### config.mk
export PLATFORM = sky130hd
export DESIGN_NAME = eol_normalizer
export DESIGN_NICKNAME = d
export VERILOG_FILES = /design/src/rtl/eoln_pkg.sv /design/src/rtl/eoln_front.sv /design/src/rtl/eoln_queue.sv /design/src/rtl/eoln_back.sv /design/src/rtl/eol_normalizer.sv
export SDC_FILE = /design/constraint.sdc
export NUM_CORES = 1
export LEC_CHECK = 0
export BUFFER_PORTS_ARGS = -buffer_cell sky130_fd_sc_hd__buf_2
export CAP_MARGIN = 0
export CORE_MARGIN = 2
export CORE_UTILIZATION = 39
export DETAILED_ROUTE_END_ITERATION = 10
export PLACE_DENSITY_LB_ADDON = 0.25
export REMOVE_ABC_BUFFERS = 1
export SKIP_LAST_GASP = 1
export SLEW_MARGIN = 30
export SYNTH_ARGS = -nofsm -noshare
export SYNTH_HDL_FRONTEND = slang
export SYNTH_SLANG_ARGS = --single-unit
### constraint.sdc
create_clock -name clk -period 9.25 [get_ports clk]
set_clock_uncertainty 0.2 [all_clocks]
set_input_delay 0.925 -clock clk [delete_from_list [all_inputs] [get_ports clk]]
set_output_delay 0.925 -clock clk [all_outputs]
set_load 0.01 [all_outputs]
### src/rtl/eoln_pkg.sv
// package: character codes, widths and the command record passed from front to back
`timescale 1ns / 1ps

package eoln_pkg;

  localparam int CharW  = 21;
  localparam int CountW = 32;
  localparam int QDepth = 4;
  localparam int QPtrW  = $clog2(QDepth);

  localparam logic [CharW-1:0]  ChLf    = 21'h00000A;
  localparam logic [CharW-1:0]  ChCr    = 21'h00000D;
  localparam logic [CharW-1:0]  ChNel   = 21'h000085;
  localparam logic [CharW-1:0]  ChLs    = 21'h002028;
  localparam logic [CountW-1:0] CountMax = {CountW{1'b1}};

  localparam logic ModePass = 1'b0;
  localparam logic ModeNorm = 1'b1;

  // work for the back end: an optional LF for a held CR, then an optional main result
  typedef struct packed {
    logic              flush;
    logic [CountW-1:0] flush_cnt;
    logic              main_vld;
    logic [CharW-1:0]  main_char;
    logic              main_end;
    logic [CountW-1:0] main_cnt;
  } eoln_cmd_t;

endpackage

### src/rtl/eoln_front.sv
// front end: accepts characters, tracks held CR and line count, builds commands
`timescale 1ns / 1ps

module eoln_front
  import eoln_pkg::*;
(
  input  logic             clk,
  input  logic             rst_n,
  input  logic             in_valid,
  output logic             in_ready,
  input  logic [CharW-1:0] in_char_code,
  input  logic             in_end_of_stream,
  input  logic             cfg_valid,
  output logic             cfg_ready,
  input  logic             cfg_eol_mode,
  input  logic             q_full,
  output logic             q_push,
  output eoln_cmd_t        q_cmd
);

  logic              mode_r, mode_nxt;
  logic              pend_r, pend_nxt;
  logic [CountW-1:0] cnt_r, cnt_nxt;
  logic [CountW-1:0] cnt_inc;
  logic              accept;
  logic              is_lf, is_nel, is_ls, is_cr;
  eoln_cmd_t         cmd;

  assign in_ready  = !q_full;
  assign cfg_ready = 1'b1;
  assign accept    = in_valid && in_ready;

  assign is_lf  = (in_char_code == ChLf);
  assign is_nel = (in_char_code == ChNel);
  assign is_ls  = (in_char_code == ChLs);
  assign is_cr  = (in_char_code == ChCr);

  assign cnt_inc = (cnt_r == CountMax) ? cnt_r : cnt_r + 1'b1;

  always_comb begin
    cmd.flush     = pend_r;
    cmd.flush_cnt = cnt_r;
    cmd.main_vld  = 1'b1;
    cmd.main_char = in_char_code;
    cmd.main_end  = 1'b0;
    cmd.main_cnt  = cnt_r;
    pend_nxt      = 1'b0;
    cnt_nxt       = cnt_r;
    if (in_end_of_stream) begin
      cmd.main_char = '0;
      cmd.main_end  = 1'b1;
    end else if (mode_r == ModePass) begin
      if (is_lf) begin
        cnt_nxt      = cnt_inc;
        cmd.main_cnt = cnt_inc;
      end
    end else if (pend_r && (is_lf || is_nel)) begin
      cmd.main_vld = 1'b0;
    end else if (is_lf || is_nel || is_ls) begin
      cnt_nxt       = cnt_inc;
      cmd.main_char = ChLf;
      cmd.main_cnt  = cnt_inc;
    end else if (is_cr) begin
      cnt_nxt      = cnt_inc;
      pend_nxt     = 1'b1;
      cmd.main_vld = 1'b0;
    end
  end

  assign mode_nxt = (cfg_valid && cfg_ready) ? cfg_eol_mode : mode_r;
  assign q_push   = accept && (cmd.flush || cmd.main_vld);
  assign q_cmd    = cmd;

  always_ff @(posedge clk) begin
    if (!rst_n) begin
      mode_r <= ModeNorm;
      pend_r <= 1'b0;
      cnt_r  <= '0;
    end else begin
      mode_r <= mode_nxt;
      if (accept) begin
        pend_r <= pend_nxt;
        cnt_r  <= cnt_nxt;
      end
    end
  end

endmodule

### src/rtl/eoln_queue.sv
// command queue between front and back ends
`timescale 1ns / 1ps

module eoln_queue
  import eoln_pkg::*;
(
  input  logic      clk,
  input  logic      rst_n,
  input  logic      push,
  input  eoln_cmd_t push_cmd,
  output logic      full,
  input  logic      pop,
  output logic      head_vld,
  output eoln_cmd_t head_cmd
);

  eoln_cmd_t        mem [QDepth];
  logic [QPtrW-1:0] wr_ptr_r, rd_ptr_r;
  logic [QPtrW:0]   fill_r, fill_nxt;
  logic             do_push, do_pop;

  assign full     = (fill_r == (QPtrW+1)'(QDepth));
  assign head_vld = (fill_r != '0);
  assign head_cmd = mem[rd_ptr_r];
  assign do_push  = push && !full;
  assign do_pop   = pop && head_vld;

  always_comb begin
    fill_nxt = fill_r;
    case ({do_push, do_pop})
      2'b10:   fill_nxt = fill_r + 1'b1;
      2'b01:   fill_nxt = fill_r - 1'b1;
      default: fill_nxt = fill_r;
    endcase
  end

  always_ff @(posedge clk) begin
    if (do_push) begin
      mem[wr_ptr_r] <= push_cmd;
    end
  end

  always_ff @(posedge clk) begin
    if (!rst_n) begin
      wr_ptr_r <= '0;
      rd_ptr_r <= '0;
      fill_r   <= '0;
    end else begin
      if (do_push) begin
        wr_ptr_r <= wr_ptr_r + 1'b1;
      end
      if (do_pop) begin
        rd_ptr_r <= rd_ptr_r + 1'b1;
      end
      fill_r <= fill_nxt;
    end
  end

endmodule

### src/rtl/eoln_back.sv
// back end: expands each command into one or two output transactions
`timescale 1ns / 1ps

module eoln_back
  import eoln_pkg::*;
(
  input  logic              clk,
  input  logic              rst_n,
  input  logic              head_vld,
  input  eoln_cmd_t         head_cmd,
  output logic              pop,
  output logic              out_valid,
  input  logic              out_ready,
  output logic [CharW-1:0]  out_out_char,
  output logic              out_stream_end,
  output logic              out_last_of_run,
  output logic [CountW-1:0] out_line_count
);

  eoln_cmd_t cmd_r;
  logic      cmd_vld_r, cmd_vld_nxt;
  logic      phase_r, phase_nxt;
  logic      show_flush;
  logic      fire, done, load;

  assign show_flush = !phase_r && cmd_r.flush;
  assign fire       = cmd_vld_r && out_ready;
  assign done       = fire && !(show_flush && cmd_r.main_vld);
  assign load       = !cmd_vld_r || done;
  assign pop        = load && head_vld;

  always_comb begin
    cmd_vld_nxt = cmd_vld_r;
    phase_nxt   = phase_r;
    if (load) begin
      cmd_vld_nxt = head_vld;
      phase_nxt   = 1'b0;
    end else if (fire) begin
      phase_nxt = 1'b1;
    end
  end

  assign out_valid       = cmd_vld_r;
  assign out_out_char    = show_flush ? ChLf : cmd_r.main_char;
  assign out_stream_end  = show_flush ? 1'b0 : cmd_r.main_end;
  assign out_last_of_run = show_flush ? !cmd_r.main_vld : 1'b1;
  assign out_line_count  = show_flush ? cmd_r.flush_cnt : cmd_r.main_cnt;

  always_ff @(posedge clk) begin
    if (pop) begin
      cmd_r <= head_cmd;
    end
  end

  always_ff @(posedge clk) begin
    if (!rst_n) begin
      cmd_vld_r <= 1'b0;
      phase_r   <= 1'b0;
    end else begin
      cmd_vld_r <= cmd_vld_nxt;
      phase_r   <= phase_nxt;
    end
  end

endmodule

### src/rtl/eol_normalizer.sv
// top level: line-ending normalizer with decoupled front end, queue and back end
//
//   channel  direction  handshake             payload
//   in_      input      in_valid/in_ready     in_char_code, in_end_of_stream
//   out_     output     out_valid/out_ready   out_out_char, out_stream_end,
//                                             out_last_of_run, out_line_count
//   cfg_     input      cfg_valid/cfg_ready   cfg_eol_mode
//
// one transaction per cycle each way unless stalled (queue full, out_ready low);
// an input that gives two results (held CR flushed ahead of a character or
// terminator) uses two output transactions; input is taken whenever the
// four-entry command queue has room; results are registered in the back end
// rst_n clears the queue, held CR and line count and sets the mode to normalize
`timescale 1ns / 1ps

module eol_normalizer
  import eoln_pkg::*;
(
  input  logic              clk,
  input  logic              rst_n,
  input  logic              in_valid,
  output logic              in_ready,
  input  logic [CharW-1:0]  in_char_code,
  input  logic              in_end_of_stream,
  output logic              out_valid,
  input  logic              out_ready,
  output logic [CharW-1:0]  out_out_char,
  output logic              out_stream_end,
  output logic              out_last_of_run,
  output logic [CountW-1:0] out_line_count,
  input  logic              cfg_valid,
  output logic              cfg_ready,
  input  logic              cfg_eol_mode
);

  logic      q_full, q_push, q_pop, q_head_vld;
  eoln_cmd_t q_cmd, q_head_cmd;

  eoln_front u_front (
    .clk              (clk),
    .rst_n            (rst_n),
    .in_valid         (in_valid),
    .in_ready         (in_ready),
    .in_char_code     (in_char_code),
    .in_end_of_stream (in_end_of_stream),
    .cfg_valid        (cfg_valid),
    .cfg_ready        (cfg_ready),
    .cfg_eol_mode     (cfg_eol_mode),
    .q_full           (q_full),
    .q_push           (q_push),
    .q_cmd            (q_cmd)
  );

  eoln_queue u_queue (
    .clk      (clk),
    .rst_n    (rst_n),
    .push     (q_push),
    .push_cmd (q_cmd),
    .full     (q_full),
    .pop      (q_pop),
    .head_vld (q_head_vld),
    .head_cmd (q_head_cmd)
  );

  eoln_back u_back (
    .clk             (clk),
    .rst_n           (rst_n),
    .head_vld        (q_head_vld),
    .head_cmd        (q_head_cmd),
    .pop             (q_pop),
    .out_valid       (out_valid),
    .out_ready       (out_ready),
    .out_out_char    (out_out_char),
    .out_stream_end  (out_stream_end),
    .out_last_of_run (out_last_of_run),
    .out_line_count  (out_line_count)
  );

endmodule

==> results_dict.tcl <==
set metrics [dict create \
    status "finished clean" \
    period_share_pct 42.48 \
    max_stage_delay_ns 0.65 \
    ys_seq_area_share_pct 74.59 \
    gp_congestion 0.7281 \
    hold_violations 0 \
    clk_latency_ns 0.59 \
    seq_area_um2 14080 \
    initial_core_util_pct 39.52 \
    rows 80 \
    num_vias 9315 \
    path_buf_inv 3 \
    tns_ns 0 \
    cts_tree "yes" \
    grt_max_degree 60 \
    report.final.slew_viol_count 0 \
    async_flop_share_pct 0 \
    slew_headroom_pct 40.78 \
    grt-ovfl-total 0 \
    r2r_cells 10 \
    final_cell_mix "edfxtp_1, mux4_2, buf_2" \
    drive_gt1_share_pct 27.27 \
    crit_slowest_cell "or4_1" \
    grt_pass1_wl_mm 57.22 \
    rsz0062_at_grt "false" \
    worstSetupStartpointType "input port" \
    antenna_left 0 \
    whs_path_depth 2 \
    nets 1149 \
    setup_violations 0 \
    area_delta_synth_final_pct 14.12 \
    leakagePower_uw 0.007120 \
    cts_buffers 50 \
    ys_ff_latch 483 \
    drtIter0Drc 607 \
    io_buffers 84 \
    cts-root-buf "clkbuf_16" \
    critPathKind "in -> reg" \
    cts_resized 0 \
    viasPerCell 5.263 \
    cp.depth 12 \
    cts_hold_buf 0 \
    antenna_found_initial 1 \
    cp-end-kind "flop" \
    synth_ff_type "edfxtp_1" \
    n_antenna_cell 0 \
    fmax_mhz 254.5 \
    die_x_um 223.9 \
    firstDrtPassIters 4 \
    layout_commonest_cell "edfxtp_1" \
    worst_pin_slew_ns 0.8870 \
    synth.distinct_cells 56 \
    clk_pin_slew_ns 0.06 \
    synth_edf_count 440 \
    fillCellCount 4060 \
    total_power_uw 6242 \
    multiInputGateArea_um2 4571 \
    cp_top_family "simple AND/OR/NAND/NOR gates" \
    synth.cell_area_um2 18870 \
    cap_violations 0 \
    arrival_ns 4.22 \
    postRouteWirelength_mm 36.92 \
    cp_common_cell "inv_1" \
    post_cts_buffers 0 \
    cts-htree-levels 2 \
    critPathRequiredTime_ns 9.54 \
    placed_cell_area_um2 19990 \
    track_usage_pct 15.04 \
    drc 0 \
    cellPowerDensity_nw_per_um2 289.9 \
    hpwl_mm 20.59 \
    fin_area_um2 21530 \
    wl_per_cell_um 20.86 \
    die_h_um 223.9 \
    post-route-min-period_ns 3.929 \
    clockBufferDepth 3 \
    syn_inst 1010 \
    timing.hold.ws_ns 0.2476 \
    syn_avg_cell_area_um2 18.68 \
    ir_drop_uv 275.4 \
    yosys_warnings 0 \
    coreArea_um2 47750 \
    crit_path_cell_trace "buf_2 > nor4_2 > nand3_1 > or4_1 > o21a_1 > inv_1 > ha_1 > inv_1 > fa_1 > xor2_1 > or3_1 > a21oi_1" \
    hp-class "reg -> reg" \
    die_area_um2 50150 \
    io_pins 86 \
    grt_pass1_vias 9616 \
    clock-sinks 483 \
    crit_fanout 8 \
]
## sequential cells by signal (all words and copies together), names as in the netlist
name	count
u_queue.wr_ptr_r	2
u_front.mode_r	1
u_queue.rd_ptr_r	2
u_back.cmd_r	88
u_queue.mem	352
u_front.cnt_r	32
u_queue.fill_r	3
u_front.pend_r	1
u_back.out_valid	1
u_back.phase_r	1
## area by class of cell
cell class,count,share of cell area [%]
Sequential cell,483,65.40
Multi-Input combinational cell,470,21.23
Clock buffer,67,6.247
Tap cell,615,3.574
Timing Repair Buffer,98,2.441
Clock inverter,26,0.9182
Inverter,11,0.1918
## cells by family (layout without fill, tap and decap cells)
logic type,count (synthesis),count (layout),share of synthesized area (%)
buf+inv,57,202,1.313
xor+xnor,37,37,1.718
fa+ha+maj,7,7,0.5040
flops,483,483,74.59
other cells,1,1,0.01988
mux,125,125,12.69
simple gates,217,217,6.592
compound gates,83,83,2.573
## Yosys cell counts, types with 11 or more instances
library cell | n | share of area, %
o21ai_0 | 28 | 0.74
mux4_2 | 88 | 11
nor2_1 | 38 | 0.76
xor2_1 | 33 | 1.5
dfxtp_1 | 43 | 4.6
nor2b_1 | 38 | 1.3
nand2_1 | 23 | 0.46
clkbuf_1 | 28 | 0.56
or3_1 | 27 | 0.90
nand3_1 | 14 | 0.37
inv_1 | 11 | 0.22
nand4_1 | 17 | 0.56
mux2_2 | 33 | 2.0
and2_1 | 12 | 0.40
edfxtp_1 | 440 | 70
a21oi_1 | 37 | 0.98
## where the power goes
group / internal (uW) / switching [uW] / total [uW]
sequential: 2910 / 129 / 3040
clock: 1080 / 813 / 1890
combinational: 569 / 745 / 1310
## layer usage
metal | wire length [um] | track usage, %
met5 | 13 | 0
met4 | 690 | 4.194
met3 | 1440 | 2.977
met2 | 18230 | 24.78
met1 | 16550 | 20.42
## per-stage QoR
step           setup WS, ns  util [%]  std cells
6_report              5.321     45.09       1770
5_1_grt               5.196     45.09       1770
4_1_cts               5.409     45.09       1770
3_5_place_dp          4.810     41.86       1677
3_3_place_gp          4.855     41.86       1677
2_1_floorplan         2.458         -        964
## worst reg2reg max path: stages, from the launching register on
cell	delay [ns]
dfxtp_1	0.50
or2b_2	0.36
or4_1	0.58
o21a_1	0.30
inv_1	0.11
ha_1	0.19
inv_1	0.08
fa_1	0.43
xor2_1	0.16
or3_1	0.31
a21oi_1	0.16
## path summary, 6_finish.rpt
kind	from	endpoint	slack [ns]
worst max-delay path	in_char_code[12]	u_queue.fill_r[2]$_SDFFE_PN0P_	5.32
worst min-delay path	u_back.out_valid$_SDFFE_PN0N_	u_back.phase_r$_SDFFE_PP0P_	0.25
worst max register to register	u_front.mode_r$_SDFFE_PN1P_	u_queue.fill_r[2]$_SDFFE_PN0P_	5.80
worst min register to register	u_back.out_valid$_SDFFE_PN0N_	u_back.phase_r$_SDFFE_PP0P_	0.25
(Power assumes the default switching activity.)
